File: config.mk
export PLATFORM = sky130hd
export DESIGN_NAME = ansi_escape_terminal_interpreter
export DESIGN_NICKNAME = d
export VERILOG_FILES = /design/src/rtl/core/aeti_pkg.sv /design/src/rtl/core/aeti_ctrl.sv /design/src/rtl/core/aeti_dp.sv /design/src/rtl/core/ansi_escape_terminal_interpreter.sv
export SDC_FILE = /design/constraint.sdc
export NUM_CORES = 1
export LEC_CHECK = 0
export BUFFER_PORTS_ARGS = -buffer_cell sky130_fd_sc_hd__buf_2
export CAP_MARGIN = 10
export CORE_MARGIN = 2
export CORE_UTILIZATION = 50
export CTS_BUF_LIST = sky130_fd_sc_hd__clkbuf_8
export CTS_CLUSTER_DIAMETER = 100
export DETAILED_ROUTE_END_ITERATION = 12
export GPL_TIMING_DRIVEN = 0
export MAX_ROUTING_LAYER = met4
export PLACE_DENSITY = 0.64
export SLEW_MARGIN = 20
export SYNTH_ARGS = -nofsm -noshare
export SYNTH_HDL_FRONTEND = slang
export SYNTH_SLANG_ARGS = --single-unit
File: constraint.sdc
create_clock -name clock -period 9.7 [get_ports clock]
set_clock_uncertainty 0.15 [all_clocks]
set_input_delay 0.97 -clock clock [delete_from_list [all_inputs] [get_ports clock]]
set_output_delay 0.97 -clock clock [all_outputs]
set_load 0.01 [all_outputs]
File: src/rtl/core/aeti_pkg.sv
// shared types and constants for the escape sequence interpreter
`default_nettype none
package aeti_pkg;
   localparam logic [2:0] CMD_WRITE  = 3'd0;
   localparam logic [2:0] CMD_SCROLL = 3'd1;
   localparam logic [2:0] CMD_CLS    = 3'd2;
   localparam logic [2:0] CMD_CLEOL  = 3'd3;
   localparam logic [2:0] CMD_BELL   = 3'd4;

   localparam logic [7:0] BLANK      = 8'd32;
   localparam logic [7:0] ESC_CODE   = 8'h1b;
   localparam logic [7:0] BEL_CODE   = 8'h07;
   localparam logic [7:0] ATTR_RESET = 8'd7;
   localparam logic [7:0] ATTR_REV   = 8'd112;
   localparam logic [7:0] ATTR_BLINK = 8'd128;

   localparam logic [1:0] REG_ESC  = 2'd0;
   localparam logic [1:0] REG_COLS = 2'd1;
   localparam logic [1:0] REG_ROWS = 2'd2;
   localparam logic [1:0] REG_TAB  = 2'd3;

   // byte classes decoded by the datapath
   localparam logic [3:0] OP_NONE   = 4'd0;
   localparam logic [3:0] OP_GLYPH  = 4'd1;
   localparam logic [3:0] OP_LF     = 4'd2;
   localparam logic [3:0] OP_TAB    = 4'd3;
   localparam logic [3:0] OP_BELL   = 4'd4;
   localparam logic [3:0] OP_CLS    = 4'd5;
   localparam logic [3:0] OP_CLEOL  = 4'd6;
   localparam logic [3:0] OP_SGR    = 4'd7;

   // controller to datapath
   typedef struct packed {
      logic load;       // latch request byte and run the per-byte update
      logic put;        // write a glyph at cursor
      logic feed;       // line feed
      logic scroll_out; // emit pending scroll
      logic sgr_step;   // apply one sgr field
      logic finish;     // clear params after final
   } ctl_type;

   // datapath to controller
   typedef struct packed {
      logic [3:0] op;
      logic       wrap;     // put wrapped past the bottom row
      logic       scroll;   // line feed needs scroll
      logic       sgr_done; // last sgr field reached
      logic [3:0] tab_n;
   } sts_type;

   function automatic logic [7:0] sgr_apply(input logic [7:0] a, input logic [15:0] c);
      logic [7:0] r;
      r = a;
      case (c)
         16'd0:  r = ATTR_RESET;
         16'd1:  r = a | 8'd8;
         16'd2:  r = a & ~8'd8;
         16'd5:  r = a | ATTR_BLINK;
         16'd7:  r = ATTR_REV;
         16'd8:  r = 8'd0;
         16'd30: r = a & ~8'd7;
         16'd31: r = (a & ~8'd7) | 8'd4;
         16'd32: r = (a & ~8'd7) | 8'd2;
         16'd33: r = (a & ~8'd7) | 8'd6;
         16'd34: r = (a & ~8'd7) | 8'd1;
         16'd35: r = (a & ~8'd7) | 8'd5;
         16'd36: r = (a & ~8'd7) | 8'd3;
         16'd37: r = a | 8'd7;
         16'd40: r = a & ~ATTR_REV;
         16'd41: r = (a & ~ATTR_REV) | 8'h40;
         16'd42: r = (a & ~ATTR_REV) | 8'h20;
         16'd43: r = (a & ~ATTR_REV) | 8'h60;
         16'd44: r = (a & ~ATTR_REV) | 8'h10;
         16'd45: r = (a & ~ATTR_REV) | 8'h50;
         16'd46: r = (a & ~ATTR_REV) | 8'h30;
         16'd47: r = a | ATTR_REV;
         default: r = a;
      endcase
      return r;
   endfunction
endpackage
`default_nettype wire

File: src/rtl/core/aeti_ctrl.sv
// sequencer: walks each request byte through its output commands
`default_nettype none
module aeti_ctrl (
   input  wire logic              clock,
   input  wire logic              reset,
   input  wire logic              req_valid,
   output logic                   req_ready,
   output logic                   rsp_valid,
   input  wire logic              rsp_ready,
   output logic                   rsp_last,
   output logic [2:0]             out_sel,
   input  wire aeti_pkg::sts_type sts,
   output aeti_pkg::ctl_type      ctl
);
   import aeti_pkg::*;

   localparam logic [2:0] S_IDLE   = 3'd0;
   localparam logic [2:0] S_DEC    = 3'd1;
   localparam logic [2:0] S_EMIT   = 3'd2;
   localparam logic [2:0] S_SCROLL = 3'd3;
   localparam logic [2:0] S_SGR    = 3'd4;

   logic [2:0] state_ff, state_in;
   logic [3:0] left_ff, left_in;   // tab glyphs still to write
   logic [2:0] sel_ff, sel_in;
   logic       last_ff, last_in;
   logic       vld_ff, vld_in;

   assign req_ready = (state_ff == S_IDLE);
   assign rsp_valid = vld_ff;
   assign rsp_last  = last_ff;
   assign out_sel   = sel_ff;

   // next state
   always_comb begin
      state_in = state_ff;
      left_in  = left_ff;
      sel_in   = sel_ff;
      last_in  = last_ff;
      vld_in   = vld_ff;
      ctl      = '0;
      case (state_ff)
         S_IDLE: begin
            if (req_valid) begin
               ctl.load = 1'b1;
               state_in = S_DEC;
            end
         end
         S_DEC: begin
            case (sts.op)
               OP_GLYPH: begin
                  ctl.put = 1'b1; left_in = 4'd0;
                  sel_in = CMD_WRITE; vld_in = 1'b1;
                  last_in = !sts.scroll; state_in = S_EMIT;
               end
               OP_TAB: begin
                  ctl.put = 1'b1; left_in = sts.tab_n - 4'd1;
                  sel_in = CMD_WRITE; vld_in = 1'b1;
                  last_in = !sts.scroll && (sts.tab_n == 4'd1);
                  state_in = S_EMIT;
               end
               OP_LF: begin
                  ctl.feed = 1'b1; left_in = 4'd0;
                  if (sts.scroll) begin
                     sel_in = CMD_SCROLL; vld_in = 1'b1; last_in = 1'b1;
                     state_in = S_EMIT;
                  end else state_in = S_IDLE;
               end
               OP_BELL: begin
                  left_in = 4'd0; sel_in = CMD_BELL; vld_in = 1'b1;
                  last_in = 1'b1; state_in = S_EMIT;
               end
               OP_CLS: begin
                  ctl.finish = 1'b1; left_in = 4'd0; sel_in = CMD_CLS;
                  vld_in = 1'b1; last_in = 1'b1; state_in = S_EMIT;
               end
               OP_CLEOL: begin
                  ctl.finish = 1'b1; left_in = 4'd0; sel_in = CMD_CLEOL;
                  vld_in = 1'b1; last_in = 1'b1; state_in = S_EMIT;
               end
               OP_SGR: state_in = S_SGR;
               default: state_in = S_IDLE;
            endcase
         end
         S_SGR: begin
            ctl.sgr_step = 1'b1;
            if (sts.sgr_done) begin
               ctl.finish = 1'b1;
               state_in = S_IDLE;
            end
         end
         S_EMIT: begin
            if (rsp_ready) begin
               vld_in = 1'b0;
               if (sel_ff == CMD_WRITE && sts.wrap) begin
                  sel_in = CMD_SCROLL; vld_in = 1'b1;
                  last_in = (left_ff == 4'd0);
               end else if (left_ff != 4'd0) begin
                  state_in = S_SCROLL;
               end else state_in = S_IDLE;
            end
         end
         S_SCROLL: begin
            // next tab glyph
            ctl.put = 1'b1; left_in = left_ff - 4'd1;
            sel_in = CMD_WRITE; vld_in = 1'b1;
            last_in = !sts.scroll && (left_ff == 4'd1);
            state_in = S_EMIT;
         end
         default: state_in = S_IDLE;
      endcase
   end

   always_ff @(posedge clock) begin
      if (reset) begin
         state_ff <= S_IDLE;
         vld_ff   <= 1'b0;
         left_ff  <= 4'd0;
         sel_ff   <= CMD_WRITE;
         last_ff  <= 1'b0;
      end else begin
         state_ff <= state_in;
         vld_ff   <= vld_in;
         left_ff  <= left_in;
         sel_ff   <= sel_in;
         last_ff  <= last_in;
      end
   end
endmodule
`default_nettype wire

File: src/rtl/core/aeti_dp.sv
// datapath: cursor, attribute, parser state and parameter fields
`default_nettype none
module aeti_dp #(
   parameter int MAX_PARAMS = 16
) (
   input  wire logic              clock,
   input  wire logic              reset,
   input  wire logic [7:0]        req_text_byte,
   input  wire logic              esc_en,
   input  wire logic [7:0]        cols_raw,
   input  wire logic [5:0]        rows_raw,
   input  wire logic [3:0]        tab_raw,
   input  wire logic [2:0]        out_sel,
   input  wire aeti_pkg::ctl_type ctl,
   output aeti_pkg::sts_type      sts,
   output logic [7:0]             rsp_column,
   output logic [5:0]             rsp_row,
   output logic [7:0]             rsp_glyph,
   output logic [7:0]             rsp_attribute
);
   import aeti_pkg::*;

   localparam int PW = $clog2(MAX_PARAMS);
   localparam logic [PW-1:0] LASTP = PW'(MAX_PARAMS - 1);

   logic [7:0]  byte_ff;
   logic [1:0]  phase_ff, phase_in;
   logic [7:0]  col_ff, col_in, wcol_ff;
   logic [5:0]  row_ff, row_in, wrow_ff, srow_ff, srow_in;
   logic [7:0]  attr_ff, attr_in, wattr_ff;
   logic [7:0]  scol_ff, scol_in;
   logic        sval_ff, sval_in;
   logic [15:0] pv_ff [MAX_PARAMS];
   logic [PW-1:0] pc_ff, pc_in, sk_ff, sk_in;
   logic        closed_ff, closed_in, seen_ff, seen_in;
   logic [3:0]  op_ff, op_in;
   logic        wrap_ff, wrap_in, clr_p, dig_w;
   logic [15:0] dig_v;
   logic [7:0]  cols, cm1;
   logic [5:0]  rows, rm1;
   logic [3:0]  tabn;

   // clamped screen geometry
   always_comb begin
      cols = (cols_raw < 8'd16) ? 8'd16 : (cols_raw > 8'd132) ? 8'd132 : cols_raw;
      rows = (rows_raw < 6'd2) ? 6'd2 : (rows_raw > 6'd60) ? 6'd60 : rows_raw;
      tabn = (tab_raw < 4'd1) ? 4'd1 : (tab_raw > 4'd8) ? 4'd8 : tab_raw;
      cm1 = cols - 8'd1;
      rm1 = rows - 6'd1;
   end

   assign sts.op       = op_ff;
   assign sts.wrap     = wrap_ff;
   assign sts.scroll   = ctl.put ? ((col_ff == cm1) && (row_ff == rm1)) : (row_ff == rm1);
   assign sts.sgr_done = (sk_ff == pc_ff);
   assign sts.tab_n    = tabn;

   // output field select
   always_comb begin
      rsp_column = 8'd0; rsp_row = 6'd0; rsp_glyph = BLANK; rsp_attribute = attr_ff;
      case (out_sel)
         CMD_WRITE:  begin
            rsp_column = wcol_ff; rsp_row = wrow_ff;
            rsp_glyph = (op_ff == OP_TAB) ? BLANK : byte_ff; rsp_attribute = wattr_ff;
         end
         CMD_SCROLL: rsp_row = rm1;
         CMD_CLS:    ;
         CMD_CLEOL:  begin rsp_column = col_ff; rsp_row = row_ff; end
         CMD_BELL:   begin rsp_glyph = BEL_CODE; rsp_attribute = 8'd0; end
         default:    ;
      endcase
   end

   // per-byte decode and state update
   always_comb begin
      logic [7:0]  b, c0;
      logic [5:0]  r0;
      logic [1:0]  ph;
      logic [15:0] p0, p1;
      logic [16:0] t;
      logic [19:0] acc;
      b = req_text_byte;
      phase_in = phase_ff; col_in = col_ff; row_in = row_ff; attr_in = attr_ff;
      scol_in = scol_ff; srow_in = srow_ff; sval_in = sval_ff;
      pc_in = pc_ff; closed_in = closed_ff; seen_in = seen_ff; sk_in = sk_ff;
      op_in = op_ff; wrap_in = wrap_ff; clr_p = 1'b0; dig_w = 1'b0; dig_v = 16'd0;
      p0 = pv_ff[0]; p1 = pv_ff[1]; t = 17'd0; acc = 20'd0;
      c0 = (col_ff > cm1) ? cm1 : col_ff;
      r0 = (row_ff > rm1) ? rm1 : row_ff;
      ph = esc_en ? phase_ff : 2'd0;
      if (ctl.load) begin
         op_in = OP_NONE; sk_in = '0;
         if (b != 8'd0) begin
            col_in = c0; row_in = r0; phase_in = ph;
            case (ph)
               2'd0: begin
                  case (b)
                     ESC_CODE: if (esc_en) phase_in = 2'd1; else col_in = 8'd0;
                     8'h0d: col_in = 8'd0;
                     8'h0a: op_in = OP_LF;
                     8'h09: op_in = OP_TAB;
                     8'h08: if (c0 != 8'd0) col_in = c0 - 8'd1;
                     BEL_CODE: op_in = OP_BELL;
                     default: op_in = OP_GLYPH;
                  endcase
               end
               2'd1: begin
                  phase_in = (b == "[") ? 2'd2 : 2'd0;
                  if (b == "[") clr_p = 1'b1;
               end
               2'd2: begin
                  if (b inside {"H","F","A","B","C","D","n","s","u","J","K","m","p"}) begin
                     phase_in = 2'd0;
                     clr_p = 1'b1;
                     case (b)
                        "H", "F": begin
                           if (!seen_ff) begin col_in = 8'd0; row_in = 6'd0; end
                           if (p0 >= 16'd1 && pc_ff >= PW'(1) && p1 >= 16'd1) begin
                              row_in = ((p0 - 16'd1) > {10'd0, rm1}) ? rm1 : 6'(p0 - 16'd1);
                              col_in = ((p1 - 16'd1) > {8'd0, cm1}) ? cm1 : 8'(p1 - 16'd1);
                           end
                        end
                        "A": begin
                           t = {1'b0, (p0 == 16'd0) ? 16'd1 : p0};
                           row_in = (t >= {11'd0, r0}) ? 6'd0 : r0 - 6'(t);
                        end
                        "B": begin
                           t = {1'b0, (p0 == 16'd0) ? 16'd1 : p0} + {11'd0, r0};
                           row_in = (t > {11'd0, rm1}) ? rm1 : 6'(t);
                        end
                        "C": begin
                           t = {1'b0, (p0 == 16'd0) ? 16'd1 : p0} + {9'd0, c0};
                           col_in = (t > {9'd0, cm1}) ? cm1 : 8'(t);
                        end
                        "D": begin
                           t = {1'b0, (p0 == 16'd0) ? 16'd1 : p0};
                           col_in = (t >= {9'd0, c0}) ? 8'd0 : c0 - 8'(t);
                        end
                        "s": begin scol_in = c0; srow_in = r0; sval_in = 1'b1; end
                        "u": if (sval_ff) begin
                           col_in = (scol_ff > cm1) ? cm1 : scol_ff;
                           row_in = (srow_ff > rm1) ? rm1 : srow_ff;
                           sval_in = 1'b0;
                        end
                        "J": begin op_in = OP_CLS; clr_p = 1'b0; end
                        "K": begin op_in = OP_CLEOL; clr_p = 1'b0; end
                        "m": if (seen_ff) begin op_in = OP_SGR; clr_p = 1'b0; end
                        default: ;
                     endcase
                  end else begin
                     seen_in = 1'b1;
                     if (b >= "0" && b <= "9") begin
                        if (!closed_ff) begin
                           // wide enough for the saturating compare
                           acc = {4'd0, pv_ff[pc_ff]} * 20'd10 + {12'd0, b - "0"};
                           dig_w = 1'b1;
                           dig_v = (acc > 20'd65535) ? 16'hffff : acc[15:0];
                        end
                     end else if (b == ";") begin
                        if (pc_ff < LASTP) begin pc_in = pc_ff + PW'(1); closed_in = 1'b0; end
                        else closed_in = 1'b1;
                     end else closed_in = 1'b1;
                  end
               end
               default: phase_in = 2'd0;
            endcase
         end
      end
      // cell write advance, scroll flagged only on the bottom row
      if (ctl.put) begin
         wrap_in = (col_ff == cm1) && (row_ff == rm1);
         col_in = (col_ff == cm1) ? 8'd0 : col_ff + 8'd1;
         if (col_ff == cm1 && row_ff != rm1) row_in = row_ff + 6'd1;
      end
      if (ctl.feed && row_ff != rm1) row_in = row_ff + 6'd1;
      if (ctl.sgr_step) begin
         attr_in = sgr_apply(attr_ff, pv_ff[sk_ff]);
         if (sk_ff != pc_ff) sk_in = sk_ff + PW'(1);
      end
      if (ctl.finish) begin
         clr_p = 1'b1;
         if (op_ff == OP_CLS) begin col_in = 8'd0; row_in = 6'd0; end
      end
      if (clr_p) begin pc_in = '0; closed_in = 1'b0; seen_in = 1'b0; end
   end

   always_ff @(posedge clock) begin
      if (reset) begin
         phase_ff <= 2'd0; col_ff <= 8'd0; row_ff <= 6'd0; attr_ff <= ATTR_RESET;
         scol_ff <= 8'd0; srow_ff <= 6'd0; sval_ff <= 1'b0;
         pc_ff <= '0; closed_ff <= 1'b0; seen_ff <= 1'b0; sk_ff <= '0;
         op_ff <= OP_NONE; wrap_ff <= 1'b0;
         for (int i = 0; i < MAX_PARAMS; i++) pv_ff[i] <= 16'd0;
      end else begin
         phase_ff <= phase_in; col_ff <= col_in; row_ff <= row_in; attr_ff <= attr_in;
         scol_ff <= scol_in; srow_ff <= srow_in; sval_ff <= sval_in;
         pc_ff <= pc_in; closed_ff <= closed_in; seen_ff <= seen_in; sk_ff <= sk_in;
         op_ff <= op_in; wrap_ff <= wrap_in;
         if (clr_p) for (int i = 0; i < MAX_PARAMS; i++) pv_ff[i] <= 16'd0;
         else if (dig_w) pv_ff[pc_ff] <= dig_v;
      end
   end

   // latched byte and write target
   always_ff @(posedge clock) begin
      if (ctl.load) byte_ff <= req_text_byte;
      if (ctl.put) begin
         wcol_ff <= col_ff; wrow_ff <= row_ff; wattr_ff <= attr_ff;
      end
   end
endmodule
`default_nettype wire

File: src/rtl/core/ansi_escape_terminal_interpreter.sv
// A request is registered into a decode state and its first command into the emit state; a new
// byte is taken only once every command of the last one is taken, and each further tab cell is
// set up in a state of its own between commands; sgr walks one field a cycle through the
// parameter registers.
// Reset: synchronous active high; cursor home, attribute 7, registers to defaults.
`default_nettype none
module ansi_escape_terminal_interpreter #(
   parameter int MAX_PARAMS = 16
) (
   input  wire logic        clock,
   input  wire logic        reset,
   input  wire logic        req_valid,
   output logic             req_ready,
   input  wire logic [7:0]  req_text_byte,
   output logic             rsp_valid,
   input  wire logic        rsp_ready,
   output logic [2:0]       rsp_command,
   output logic [7:0]       rsp_column,
   output logic [5:0]       rsp_row,
   output logic [7:0]       rsp_glyph,
   output logic [7:0]       rsp_attribute,
   output logic             rsp_last,
   input  wire logic        psel,
   input  wire logic        penable,
   input  wire logic        pwrite,
   input  wire logic [3:0]  paddr,
   input  wire logic [31:0] pwdata,
   output logic [31:0]      prdata,
   output logic             pready
);
   import aeti_pkg::*;

   logic       esc_ff;
   logic [7:0] cols_ff;
   logic [5:0] rows_ff;
   logic [3:0] tab_ff;
   ctl_type    ctl;
   sts_type    sts;
   logic [2:0] sel;

   assign pready = 1'b1;
   assign rsp_command = sel;

   // register file
   always_ff @(posedge clock) begin
      if (reset) begin
         esc_ff <= 1'b1; cols_ff <= 8'd80; rows_ff <= 6'd25; tab_ff <= 4'd8;
      end else if (psel && penable && pwrite) begin
         case (paddr[3:2])
            REG_ESC:  esc_ff  <= pwdata[0];
            REG_COLS: cols_ff <= pwdata[7:0];
            REG_ROWS: rows_ff <= pwdata[5:0];
            REG_TAB:  tab_ff  <= pwdata[3:0];
            default: ;
         endcase
      end
   end

   // read mux
   always_comb begin
      case (paddr[3:2])
         REG_ESC:  prdata = {31'd0, esc_ff};
         REG_COLS: prdata = {24'd0, cols_ff};
         REG_ROWS: prdata = {26'd0, rows_ff};
         REG_TAB:  prdata = {28'd0, tab_ff};
         default:  prdata = 32'd0;
      endcase
   end

   aeti_ctrl u_ctrl (
      .clock, .reset, .req_valid, .req_ready, .rsp_valid, .rsp_ready,
      .rsp_last, .out_sel(sel), .sts, .ctl
   );

   aeti_dp #(.MAX_PARAMS(MAX_PARAMS)) u_dp (
      .clock, .reset, .req_text_byte, .esc_en(esc_ff), .cols_raw(cols_ff),
      .rows_raw(rows_ff), .tab_raw(tab_ff), .out_sel(sel), .ctl, .sts,
      .rsp_column, .rsp_row, .rsp_glyph, .rsp_attribute
   );
endmodule
`default_nettype wire

# --- Word level (Yosys, flattened, before mapping) ---
# Memories as Yosys holds them, arrays and structs flattened. A register that Yosys moved wholly into a read port is not among the register bits.
# Index checks and enable logic that the tools add are counted.
word_totals:
  memories: 1
  in_bits: 51
  output_inout_bits: 69
  ff_bits: 115
  mem_bits_rw: 256
  word_cells: 402
mem_list:
  columns: ["name", "depth", "width", "read_ports", "rd_clocked_by_memory_dff", "write_ports", "line_no", "rtl"]
  rows:
  - ["u_dp.pv_ff", 16, 16, 4, 2, 16, "aeti_dp.sv:33", "logic [15:0] pv_ff [MAX_PARAMS];"]
classes:
  muxes: 157
  order_cmp: 23
  n_reduce_logical: 59
  eq_ne: 78
  n_addsub: 17
  mul: 1
  bitwise_logic: 37
ops:
  columns: ["cell", "n"]
  rows:
  - ["$mux W16", 25]
  - ["$eq A16 B6 Y1 const B", 14]
  - ["$pmux W8 S22", 1]
  - ["$mux W8", 20]
  - ["$pmux W32 S4", 1]
  - ["$mux W6", 19]
  - ["$eq A8 B7 Y1 const B", 14]
  - ["$pmux W8 S2", 4]
  - ["$mux W4", 11]
  - ["$mux W1", 38]
  - ["$eq A16 B3 Y1 const B", 2]
  - ["$eq A16 B5 Y1 const B", 2]
  - ["$eq A8 B4 Y1 const B", 4]
  - ["$ge A16 B1 Y1 const B", 2]
  - ["$logic_not A16 Y1", 2]
  - ["$pmux W8 S4", 1]
  - ["$sub A16 B1 Y16 const B", 2]
  - ["$pmux W3 S5", 2]
  - ["$reduce_and A13 Y1", 2]
  - ["$reduce_and A5 Y1", 5]
  - ["$mux W3", 8]
  - ["$pmux W4 S2", 3]
  - ["$pmux W6 S4", 1]
  - ["$pmux W8 S3", 1]
  - ["89 further kinds", 188]

# --- Longest topological paths before layout ---
logic_depth:
  ltp_word: 19
  mapped_depth: 37

# --- Modules after synthesis ---
# Synthesis repeated with hierarchy kept, for this count alone.
unflattened:
  cells_unflattened: 2632
  area_unflattened_um2: 26402.8
by_module_without_submodules:
  columns: ["mod", "instances", "seq_area_each_um2", "cells_each", "area_per_inst_um2"]
  rows:
  - ["aeti_dp", 1, 9729.3, 2387, 24244.5]
  - ["ansi_escape_terminal_interpreter", 1, 380.4, 120, 1158.6]
  - ["aeti_ctrl", 1, 240.2, 125, 999.7]

# --- Worst setup path after synthesis ---
# Ideal clock, no wire load.
synth_timing:
  path_kind: "register to register"
  start: "register cols_ff[4]"
  end: "register u_dp.col_ff[7]"
  path_stages_with_launch: 37
  slack_ns: 1.516
  setup_ns: 0.120
  required_ns: 9.430
  arrival_ns: 7.915
  cell_sequence: "dfxtp_1 -> buf_4 -> or3_1 -> clkbuf_1 -> nor2_1 -> a21oi_1 -> nand2_1 -> ha_1 -> or3b_1 -> o32ai_1 -> nor2_1 -> a221oi_1 -> inv_1 -> ha_1 -> inv_1 -> a211oi_1 -> a22oi_1 -> a2111oi_4 -> buf_6 -> mux2i_1 -> ha_1 -> nand2b_1 -> a221oi_1 -> nor2_1 -> nor2_1 -> nor2_1 -> xor2_1 -> ha_1 -> nor3_1 -> o21ai_0 -> o2111ai_1 -> a22oi_1 -> nor3_2 -> mux2_2 -> a221oi_1 -> o21ai_0 -> a211o_1"
synth_between:
  elab_chain_cells: 17
synth_lines:
  columns: ["element", "line_no", "rtl"]
  rows:
  - ["from (decl)", "ansi_escape_terminal_interpreter.sv:34", "logic [7:0] cols_ff;"]
  - ["from (signal assigned)", "ansi_escape_terminal_interpreter.sv:51", "REG_COLS: cols_ff <= pwdata[7:0];"]
  - ["$gt A8 B8 Y1", "aeti_dp.sv:45", "cols = (cols_raw < 8'd16) ? 8'd16 : (cols_raw > 8'd132) ? 8'd132 : cols_raw;"]
  - ["$mux W8", "aeti_dp.sv:45", null]
  - ["$mux W8 *", "aeti_dp.sv:45", null]
  - ["$sub A8 B1 Y8 *", "aeti_dp.sv:48", "cm1 = cols - 8'd1;"]
  - ["$gt A8 B8 Y1", "aeti_dp.sv:88", "c0 = (col_ff > cm1) ? cm1 : col_ff;"]
  - ["$mux W8", "aeti_dp.sv:88", null]
  - ["$add A16 B8 Y17", "aeti_dp.sv:132", "t = {1'b0, (p0 == 16'd0) ? 16'd1 : p0} + {9'd0, c0};"]
  - ["$gt A17 B8 Y1", "aeti_dp.sv:133", "col_in = (t > {9'd0, cm1}) ? cm1 : 8'(t);"]
  - ["$mux W8", "aeti_dp.sv:133", null]
  - ["$pmux W8 S4", "aeti_dp.sv:115", "case (b)"]
  - ["$mux W8", "aeti_dp.sv:112", "if (b inside {\"H\",\"F\",\"A\",\"B\",\"C\",\"D\",\"n\",\"s\",\"u\",\"J\",\"K\",\"m\",\"p\"}) begin"]
  - ["$pmux W8 S2", "aeti_dp.sv:95", "case (ph)"]
  - ["$mux W8", "aeti_dp.sv:93", "if (b != 8'd0) begin"]
  - ["$mux W8", "aeti_dp.sv:91", "if (ctl.load) begin"]
  - ["$mux W8 *", "aeti_dp.sv:170", "if (ctl.put) begin"]
  - ["$mux W8", "aeti_dp.sv:182", "if (op_ff == OP_CLS) begin col_in = 8'd0; row_in = 6'd0; end"]
  - ["$mux W8 *", "aeti_dp.sv:180", "if (ctl.finish) begin"]
  - ["to (signal assigned)", "aeti_dp.sv:195", "phase_ff <= phase_in; col_ff <= col_in; row_ff <= row_in; attr_ff <= attr_in;"]
  - ["to (decl)", "aeti_dp.sv:28", "logic [7:0] col_ff, col_in, wcol_ff;"]
# Mark *: on every way between the ends. The rest lies on a longest branch, timed or not.
# A chain may end at the register's enable or synchronous reset.

# --- Worst setup path in the final report ---
layout_timing:
  start: "register rows_ff[3]"
  end: "register u_dp.row_ff[2]"
layout_between:
  elab_chain_cells: 19
layout_lines:
  columns: ["element", "line_no", "rtl"]
  rows:
  - ["from (decl)", "ansi_escape_terminal_interpreter.sv:35", "logic [5:0] rows_ff;"]
  - ["from (signal assigned)", "ansi_escape_terminal_interpreter.sv:52", "REG_ROWS: rows_ff <= pwdata[5:0];"]
  - ["$gt A6 B6 Y1", "aeti_dp.sv:46", "rows = (rows_raw < 6'd2) ? 6'd2 : (rows_raw > 6'd60) ? 6'd60 : rows_raw;"]
  - ["$mux W6", "aeti_dp.sv:46", null]
  - ["$mux W6 *", "aeti_dp.sv:46", null]
  - ["$sub A6 B1 Y6 *", "aeti_dp.sv:49", "rm1 = rows - 6'd1;"]
  - ["$gt A6 B6 Y1", "aeti_dp.sv:89", "r0 = (row_ff > rm1) ? rm1 : row_ff;"]
  - ["$mux W6", "aeti_dp.sv:89", null]
  - ["$add A16 B6 Y17", "aeti_dp.sv:128", "t = {1'b0, (p0 == 16'd0) ? 16'd1 : p0} + {11'd0, r0};"]
  - ["$gt A17 B6 Y1", "aeti_dp.sv:129", "row_in = (t > {11'd0, rm1}) ? rm1 : 6'(t);"]
  - ["[... 3 more ...]", null, null]
  - ["$mux W6", "aeti_dp.sv:95", null]
  - ["$mux W6", "aeti_dp.sv:93", null]
  - ["$mux W6", "aeti_dp.sv:91", null]
  - ["$mux W6", "aeti_dp.sv:173", "if (col_ff == cm1 && row_ff != rm1) row_in = row_ff + 6'd1;"]
  - ["$mux W6", "aeti_dp.sv:170", null]
  - ["$mux W6 *", "aeti_dp.sv:175", "if (ctl.feed && row_ff != rm1) row_in = row_ff + 6'd1;"]
  - ["$mux W6", "aeti_dp.sv:182", null]
  - ["$mux W6 *", "aeti_dp.sv:180", null]
  - ["to (signal assigned)", "aeti_dp.sv:195", null]
  - ["to (decl)", "aeti_dp.sv:29", "logic [5:0] row_ff, row_in, wrow_ff, srow_ff, srow_in;"]
# Marked as above.

==> results.md <==
* Vias in the first global route at 21.5k
* Initial DRC count at 2360
* Port bufs at 66
* Clock network power share at around 40%
* Post-Syn Area at 25600 um^2
* CP Max Fanout at 10
* CTS Buffer Depth at 3
* Synth top area cells: edfxtp_1 (34%), mux4_2 (9.7%), ha_1 (6.9%)
* Synth top cells by count: nor2_1 (410), edfxtp_1 (286), nand2_1 (154)
* TritonCTS clock tree: yes
* Buf/Inv on CP at 5
* Initial core utilization at 50.9%
* Reg2reg path depth at 28
* Grt ovf at 0
* Synth area leader: edfxtp_1
* Number of flops mapped to enable cells by yosys at 286
* Die area at 53100 um^2
* CTS Buf Count at 69
* Largest net degree at the start of global routing at 28
* CP Depth at 28
* Register area share after synthesis at around 40%
* RSZ-0062 raised after global routing: false
* P_leak at 11.1 nW
* Die height at 230 um
* Share of layout cells above drive strength 1 at 15.4%
* Final net count at 2956
* WP data required at 10.08 ns
* Post-DP HPWL at 68700 um
* Clock sinks at around 370
* Pins Over Slew Limit at 0
* Hold WC Path Type: register to register
* Crit path launch type: register
* Least-Margin Pin Slew at 1.19 ns
* VDD IR-drop max at 101 uV
* CORE AREA at 50400 um^2
* Cells after Synth at 2577
* Share of the core filled with cells at 56.9%
* Minimum clock period at 9.24 ns
* Die width at about 230 um
* Final setup viols at 0
* Routability Congestion at 1.03
* # IOs at between 100 and 150
* Vias per cell at between 6 and 7
* Worst setup EP type: register
* FILL cells at 4445
* Rel. slew slack at between 10% and 20%
* Area Growth Syn to Fin at 11.8%
* Main synth FF type: edfxtp_1
* Logic pwr share at 13.3%
* Number of max-cap violations at 0
* Flop pwr share at 46.7%
* Slowest stage delay, CP at 1.00 ns
* CP max stage cell: o21ai_0
* First drt pass iteration count at 6
* Synth warn at 0
* Via count at 22.2k
* Yosys cell types at 94
* Row count at 82
* Switching power at 0.00111 W
* Final worst slack at 0.456 ns
* P_int at 0.00275 W
* Arr. time, crit path at 9.62 ns
* Total track usage at 34.1%
* Synth top area share at between 30% and 40%
* Number of remaining DRC errors at 0
* Average wire per standard cell at 25.3 um
* Post-place setup slack at -1.63 ns
* Tcrit/Tclk final at 95.3%
* Ys async rst share at 0%
* Antenna Nets Post-Route at 0
* Htree depth at 3
* Crit path top cell by count: ha_1
* CP top delay family: adder cells
* Yosys reg bits at approximately 370
* Status: finished, final reports clean
* Post-Route WL at 88200 um
* Switching share of total power at 28.8%
* Root buf cell: clkbuf_8
* Initial antenna violation count at 0
* F_max at 108 MHz
* CP Class: register to register
* First-pass GRT wire length at 132000 um
* Hold Path Stages at 0
* Clk Latency, worst-skew pair at 0.70 ns
* Final hold vios at 0
* Count leader, synth: nor2_1
* Clock Pin Slew Worst Setup and Hold Paths at roughly 0.060 ns
* Mapped Avg Cell Area at 9.94 um^2
* Pwr dens at 135 nW/um^2
-- registers in the layout (all words and copies together) (netlist names), 6 cells and up, named ones only --
register       count
cols_ff            8
u_dp.byte_ff       8
u_dp.pv_ff       256
u_dp.row_ff        6
u_dp.wrow_ff       6
u_dp.wattr_ff      8
u_dp.attr_ff       8
u_dp.wcol_ff       8
u_dp.scol_ff       8
rows_ff            6
u_dp.col_ff        8
u_dp.srow_ff       6
-- stage by stage --
| stage | instances | total power, W | hold WS, ns | cell area (um^2) | TNS (ns) |
|---|---|---|---|---|---|
| after floorplan | 2600 | 0.00214 | 0.253 | 25700 | 0 |
| after global routing | 3484 | 0.00398 | 0.292 | 28600 | 0 |
| after detailed placement | 3348 | 0.00233 | 0.263 | 27100 | -8.44 |
| after global placement | 3338 | 0.00230 | 0.256 | 26900 | -7.38 |
| after CTS | 3475 | 0.00385 | 0.277 | 28500 | 0 |
| final | 3486 | 0.00386 | 0.278 | 28600 | 0 |
-- power by group through the flow --
stage,logic [W],clock network (W),registers [W]
4_1_cts,0.000499,0.00155,0.00180
3_3_place_gp,0.000472,0,0.00183
2_1_floorplan,0.000323,0,0.00182
6_report,0.000514,0.00154,0.00180
5_1_grt,0.000552,0.00162,0.00181
3_5_place_dp,0.000494,0,0.00183
-- final cells by class --
| cell class | instances | area [um^2] | area share [%] |
|---|---|---|---|
| Buffer | 190 | 851 | 2.97 |
| Clock inverter | 52 | 344 | 1.20 |
| Sequential cell | 374 | 10300 | 36.1 |
| Inverter | 115 | 435 | 1.52 |
| Tap cell | 672 | 841 | 2.93 |
| Timing Repair Buffer | 87 | 531 | 1.85 |
| Antenna cell | 2 | 5.00 | 0.0175 |
| Clock buffer | 74 | 1020 | 3.56 |
| Multi-Input combinational cell | 1920 | 14300 | 49.8 |
-- path summary, 6_finish.rpt --
| check | start | to | slack, ns |
|---|---|---|---|
| worst max-delay path | rows_ff[3] | u_dp.row_ff[2] | 0.46 |
| worst max register to register | rows_ff[3] | u_dp.row_ff[2] | 0.46 |
| worst min-delay path | u_dp.col_ff[7] | u_dp.wcol_ff[7] | 0.28 |
| worst min register to register | u_dp.col_ff[7] | u_dp.wcol_ff[7] | 0.28 |
-- logic make-up after synthesis --
family | share of synthesized area (%)
AOI/OAI and AO/OA | 13.3
xor gates and xnor gates | 2.77
adders and majority gates | 7.60
buffers and inverters | 5.01
DFF | 40.4
muxes | 12.7
other | 0.0293
and+or+nand+nor | 18.1
-- routing by layer --
metal,GRT usage [%],wire length [um],vias to the layer above
met5,-,0,-
met4,12.8,3220,0
met3,7.02,8380,199
met2,52.8,40500,1080
met1,44.5,36000,11000
li1,-,-,9923
-- repair_timing --
action | CTS | global route
pin swaps | 1 | 1
endpoints found under the setup margin | 8 | 7
cloned | 0 | 0
buffers inserted | 1 | 9
hold buffers | 0 | 0
resized for setup | 9 | 8
-- placed cells by master (no fill, tap or decap), drive strengths merged, types with 16 or more instances in the layout --
master	count
a21o	18
a21oi	131
a22oi	23
a31oi	30
and2	22
buf	149
clkbuf	202
clkinv	25
conb	25
dfxtp	88
edfxtp	286
ha	142
inv	137
mux2	19
mux2i	56
mux4	110
nand2	155
nand2b	43
nand3	72
nand4	23
nor2	410
nor2b	32
nor3	69
nor4	39
o211ai	22
o21ai	88
o22ai	16
or4	16
xnor2	49
xor2	32
Note: power is estimated with default switching activity, not from simulation.
